## src/sv/cfir_pkg.sv

```systemverilog
// Shared constants and types for the complex FIR filter.
package cfir_pkg;

    localparam int NUM_TAPS      = 8;
    localparam int SAMPLE_WIDTH  = 16;
    localparam int COEF_WIDTH    = 16;
    localparam int NUM_COEF_REGS = 8;
    localparam int OUT_WIDTH     = 36;
    localparam int CFG_IDX_W     = 4;
    localparam int CFG_DATA_W    = 2 * COEF_WIDTH;
    localparam int S_TDATA_W     = ((2 * SAMPLE_WIDTH + 7) / 8) * 8;
    localparam int M_TDATA_W     = ((2 * OUT_WIDTH + 7) / 8) * 8;

    typedef struct packed {
        logic load;
        logic clear;
    } cfir_ctrl_t;

endpackage

```

## src/sv/cfir_cell.sv

```systemverilog
// One tap cell: delay-line sample register and conjugate product register.
module cfir_cell import cfir_pkg::*; (
    input  logic                           aclk,
    input  logic                           aresetn,
    input  cfir_ctrl_t                     ctrl,
    input  logic signed [SAMPLE_WIDTH-1:0] x_in_re,
    input  logic signed [SAMPLE_WIDTH-1:0] x_in_im,
    input  logic        [CFG_DATA_W-1:0]   coef,
    output logic signed [SAMPLE_WIDTH-1:0] x_out_re,
    output logic signed [SAMPLE_WIDTH-1:0] x_out_im,
    output logic signed [OUT_WIDTH-1:0]    prod_out_re,
    output logic signed [OUT_WIDTH-1:0]    prod_out_im
);

    localparam int MUL_W  = SAMPLE_WIDTH + COEF_WIDTH;
    localparam int PROD_W = MUL_W + 1;
    localparam int WIDE_W = (PROD_W > OUT_WIDTH) ? PROD_W : OUT_WIDTH;

    function automatic logic signed [OUT_WIDTH-1:0] fit_out(input logic signed [PROD_W-1:0] v);
        logic signed [WIDE_W-1:0] w;
        w = WIDE_W'(v);
        return w[OUT_WIDTH-1:0];
    endfunction

    logic signed [COEF_WIDTH-1:0]   h_re;
    logic signed [COEF_WIDTH-1:0]   h_im;
    logic signed [SAMPLE_WIDTH-1:0] x_re_next, x_im_next;
    logic signed [SAMPLE_WIDTH-1:0] x_re_reg, x_im_reg;
    logic signed [MUL_W-1:0]        m_rr, m_ii, m_ir, m_ri;
    logic signed [PROD_W-1:0]       prod_re_next, prod_im_next;
    logic signed [PROD_W-1:0]       prod_re_reg, prod_im_reg;

    assign h_re = signed'(coef[COEF_WIDTH-1:0]);
    assign h_im = signed'(coef[CFG_DATA_W-1:COEF_WIDTH]);

    assign x_re_next = ctrl.clear ? '0 : x_in_re;
    assign x_im_next = ctrl.clear ? '0 : x_in_im;

    assign m_rr = x_re_next * h_re;
    assign m_ii = x_im_next * h_im;
    assign m_ir = x_im_next * h_re;
    assign m_ri = x_re_next * h_im;

    assign prod_re_next = PROD_W'(m_rr) + PROD_W'(m_ii);
    assign prod_im_next = PROD_W'(m_ir) - PROD_W'(m_ri);

    always_ff @(posedge aclk) begin
        if (!aresetn) begin
            x_re_reg <= '0;
            x_im_reg <= '0;
        end else if (ctrl.load) begin
            x_re_reg <= x_re_next;
            x_im_reg <= x_im_next;
        end
    end

    always_ff @(posedge aclk) begin
        if (ctrl.load) begin
            prod_re_reg <= prod_re_next;
            prod_im_reg <= prod_im_next;
        end
    end

    assign x_out_re    = x_re_reg;
    assign x_out_im    = x_im_reg;
    assign prod_out_re = fit_out(prod_re_reg);
    assign prod_out_im = fit_out(prod_im_reg);

endmodule

```

## config.mk

```make
export PLATFORM = sky130hd
export DESIGN_NAME = cfir_cell
export DESIGN_NICKNAME = d
export VERILOG_FILES = /design/src/sv/cfir_pkg.sv /design/src/sv/cfir_cell.sv
export SDC_FILE = /design/constraint.sdc
export NUM_CORES = 2
export LEC_CHECK = 0
export BUFFER_PORTS_ARGS = -buffer_cell sky130_fd_sc_hd__buf_2
export CORE_UTILIZATION = 65
export CTS_CLUSTER_SIZE = 20
export DETAILED_ROUTE_END_ITERATION = 10
export PLACE_DENSITY_LB_ADDON = 0.05
export SYNTH_ARGS = -nofsm -noshare
export SYNTH_HDL_FRONTEND = slang
export SYNTH_SLANG_ARGS = --single-unit
```

## constraint.sdc

```tcl
create_clock -name aclk -period 9.4 [get_ports aclk]
set_input_delay 0.94 -clock aclk [delete_from_list [all_inputs] [get_ports aclk]]
set_output_delay 0.94 -clock aclk [all_outputs]
set_load 0.05 [all_outputs]
```

# After elaboration in Yosys (flattened, before gate mapping)
# Cells that the tools add are included.
# word_totals
ff_bits,98
inputBits,68
out_inout_bits,104
wordCells,12
# op_classes
n_addsub,2
multipliers,4
mux,2
# op_table
cell,count
16-bit by 16-bit multiplier with 32-bit output,4
32-bit by 32-bit adder with 33-bit output,1
32-bit by 32-bit subtractor with 33-bit output,1
16-bit 2-to-1 mux,2

# Logic depth before layout (Yosys ltp)
# logic_depth
depth_word,3
mapped_depth,30
ltp_nobuf,27

# Worst setup path after synthesis
# Ideal clock, no wire load.
# synth_path
kind,in2reg
start,input port ctrl[0] (netlist bit)
end,"register prod_re_reg[30], data pin"
setup_ns,0.261
t_arrival_ns,8.220
t_required_ns,9.139
path_slack_ns,0.919
cell_stages,25
path_buffers,2
path_cell_list,clkbuf_1 -> clkbuf_1 -> nor2b_1 -> and2_1 -> fa_1 -> fa_1 -> inv_1 -> fa_1 -> inv_1 -> fa_1 -> fa_1 -> fa_1 -> fa_1 -> inv_1 -> fa_1 -> inv_1 -> ha_1 -> a211o_1 -> a2111oi_4 -> o32ai_1 -> a31oi_2 -> a311oi_2 -> a31oi_4 -> nor3_2 -> a311o_1
# synth_between
elab_chain_len,3
word_cells_on_any_way,5
cone_classes,add/sub (1); mul (2); mux (2)
# synth_rtl
item,line,text
from (decl),cfir_cell.sv:5,"input cfir_ctrl_t ctrl,"
"16-bit 2-to-1 mux, on equally long branches","cfir_cell.sv:36, cfir_cell.sv:37",
"16-bit by 16-bit multiplier with 32-bit output, on equally long branches","cfir_cell.sv:39, cfir_cell.sv:40",
32-bit by 32-bit adder with 33-bit output (*),cfir_cell.sv:44,assign prod_re_next = PROD_W'(m_rr) + PROD_W'(m_ii);
net prod_re_next[30],cfir_cell.sv:30,"logic signed [PROD_W-1:0] prod_re_next, prod_im_next;"
to (signal assigned),cfir_cell.sv:59,prod_re_reg <= prod_re_next;
to (decl),cfir_cell.sv:31,"logic signed [PROD_W-1:0] prod_re_reg, prod_im_reg;"
# Mark *: on every way through the listed nets, which the timed path passes. The rest lies on a longest branch.
# A chain may end at the register's enable or synchronous reset.

# Worst setup path after layout
# Ends and elaborated chain as after synthesis.

==> results.md <==
* I/O Buffers at 171
* CTS Hold Buffers Added at 0
* DIE HEIGHT at 261 um
* Synth Cell Area at 43700 sq um
* CP Capture Type: flip-flop
* CTS tree: done
* Clk_skew at 0 ps
* Post-CTS Resized at 0
* H-tree Lvls at 3
* Critical path class: in -> reg
* Die area at 68300 sq um
* Final WL at 102 mm
* # fillers at 5246
* HPWL Detailed at 83.4 mm
* Detailed Routing Iterations Pass 1 at 9
* Ys async rst share at 0
* Clk pin slew, worst setup/hold paths at 100 ps
* Sequential share of the synthesized area at 0.0600
* Top routing layer in use: met5
* CTS buffer count at 9
* Final period utilization at 0.909
* First-pass GRT wire length at 171 mm
* Synth top area share at 0.537
* Pin count of the biggest net entering global routing at 51
* WP data arrival at 8720 ps
* Final count of pins violating max slew at 0
* Drc violations at 22
* Drt via density at 5.41
* Metal2 WL at 51.6 mm
* Slew headroom at 0.355
* Post-CTS setup buffer count at 0
* Max Root-Sink Buffers at 2
* Layout cells sized above 1 at 0.0722
* Mean Syn Cell Area at 9.71 sq um
* DR vias at 29400
* Clk root buf: clkbuf_16
* Failing checks: DRC
* Synthesized flop and latch total at 98
* Top_reg_cell synth: edfxtp_1
* DIE WIDTH at 261 um
* Synth Warn # at 0
* Max-Cap Viols at 0
* CP required at 9570 ps
* Post-synth EDFFs at 66
* Number of global-route vias before repair at 32300
* Global Route Usage Sum at 0.330
* Wl on met1 at 39.7 mm
* Hold Vio Cnt, Final at 0
* Clock latency at the later pin of the worst-skew pair at 410 ps
* Yosys top cell by area: fa_1
* CORE AREA at 66200 sq um
* RSZ-0062 raised after global routing: no
* Worst setup SP type: input port
* Antenna violations before repair at 5
* Setup TNS Final at 0 ps
* Initial DRC Count at 1937
* Layout Nets at 6117
* HP Class: reg -> reg
* Post-route ant nets at 0
* Gpl congestion at 0.882
* Area contributors post-synth: fa_1, inv_1, ha_1
* Syn_nets at 6054
* Tmin final at 8550 ps
* Post-Syn Instances at 4503
* Initial cell density of the core at 0.660
* Io pins at 172
* Setup violations, final at 0
* Slew @ Worst Pin at 967 ps
* Area growth, synth to finish at 5.38%
* Critical path peak fanout at 25
* WL/cell at 18.8 um
* Overflow after GRT at 0
* Row count at 94
* Metal3 WL at 7.18 mm
* Netlist cell types at 64
* Num Clock Sinks at 98
* Fmax at 117 MHz
* Status: complete, but fails checks
==> per-layer routing <==
metal  up-vias  GRT usage
li1      12900          -
met4         2      0.116
met1     15300      0.439
met3       183     0.0409
met2       985      0.563
met5         -          0
==> worst paths after layout <==
| check | from | end | slack [ps] | cells after the start |
|---|---|---|---|---|
| setup / recovery | ctrl[0] | prod_re_reg[30] | 850 | 25 |
| hold / removal | x_out_re[0] | x_out_re[0] | 520 | 2 |
| setup reg to reg | x_out_im[3] | x_out_im[3] | 8530 | 2 |
| hold reg to reg | x_out_re[0] | x_out_re[0] | 520 | 2 |
==> kinds of logic (layout without fill, tap and decap cells) <==
kind of cell | after synthesis | after routing | share of synthesized area
AO/OA/AOI/OAI | 144 | 144 | 0.0245
XOR/XNOR | 94 | 94 | 0.0188
adder cells (fa/ha/maj) | 1483 | 1483 | 0.626
buffers and inverters | 1460 | 1528 | 0.126
flip-flops | 98 | 98 | 0.0600
multiplexers | 33 | 33 | 0.00755
other | 0 | 6 | 0
AND/OR/NAND/NOR | 1191 | 1191 | 0.137
==> area by class of cell <==
type                       instances  area [sq um]  area share
antenna                            6          15.0    0.000326
clock buffer                       9           225     0.00489
clock inverter                     7          65.1     0.00141
inverter                        1251          4700       0.102
multi-input combinational       2945         35700       0.774
sequential                        98          2620      0.0569
tap                              864          1080      0.0235
timing repair buffer             261          1700      0.0368
==> per-stage QoR <==
| stage | hold WS [ps] | worst slack [ps] | area (sq um) | instances | util |
|---|---|---|---|---|---|
| floorplan | 743 | 919 | 43700 | 4503 | - |
| global placement | 494 | 545 | 45800 | 5419 | 0.691 |
| detailed placement | 499 | 458 | 45800 | 5419 | 0.691 |
| CTS | 524 | 891 | 46100 | 5435 | 0.696 |
| global route | 546 | 480 | 46100 | 5437 | 0.696 |
| finish | 519 | 851 | 46100 | 5441 | 0.696 |
==> cells in the mapped netlist (all sizes together), types with 33 or more instances <==
cell and number:
a21oi 43, and2 490, clkbuf 199, edfxtp 66, fa 1173, ha 310, inv 1249, mux2i 33
nand2 506, nor2 69, nor2b 67, xnor2 74
==> placed cells by master, fill, tap and decap left out, types with 33 or more instances in the layout <==
cell / instances
inv_1: 1249
buf_2: 170
a21oi_1: 40
xnor2_1: 74
nor2b_1: 35
mux2i_1: 33
ha_1: 310
edfxtp_1: 66
fa_1: 1173
buf_4: 78
nand2_1: 506
and2_1: 490
nor2_1: 69
==> worst max-delay path, cell delays in order <==
cell	delay [ps]
buf_2	210
buf_12	210
nor2b_2	470
buf_4	340
nand2_1	110
fa_1	510
inv_1	50
fa_1	570
fa_1	430
fa_1	530
fa_1	440
fa_1	400
fa_1	550
inv_1	60
fa_1	470
inv_1	40
ha_1	340
a211o_1	330
a2111oi_4	310
o32ai_1	150
a31oi_2	290
a311oi_2	240
a31oi_4	280
nor3_2	50
a311o_1	320
Power is not shown: default switching activity piles up to over one toggle a cycle in this logic, so the estimate is an artifact.
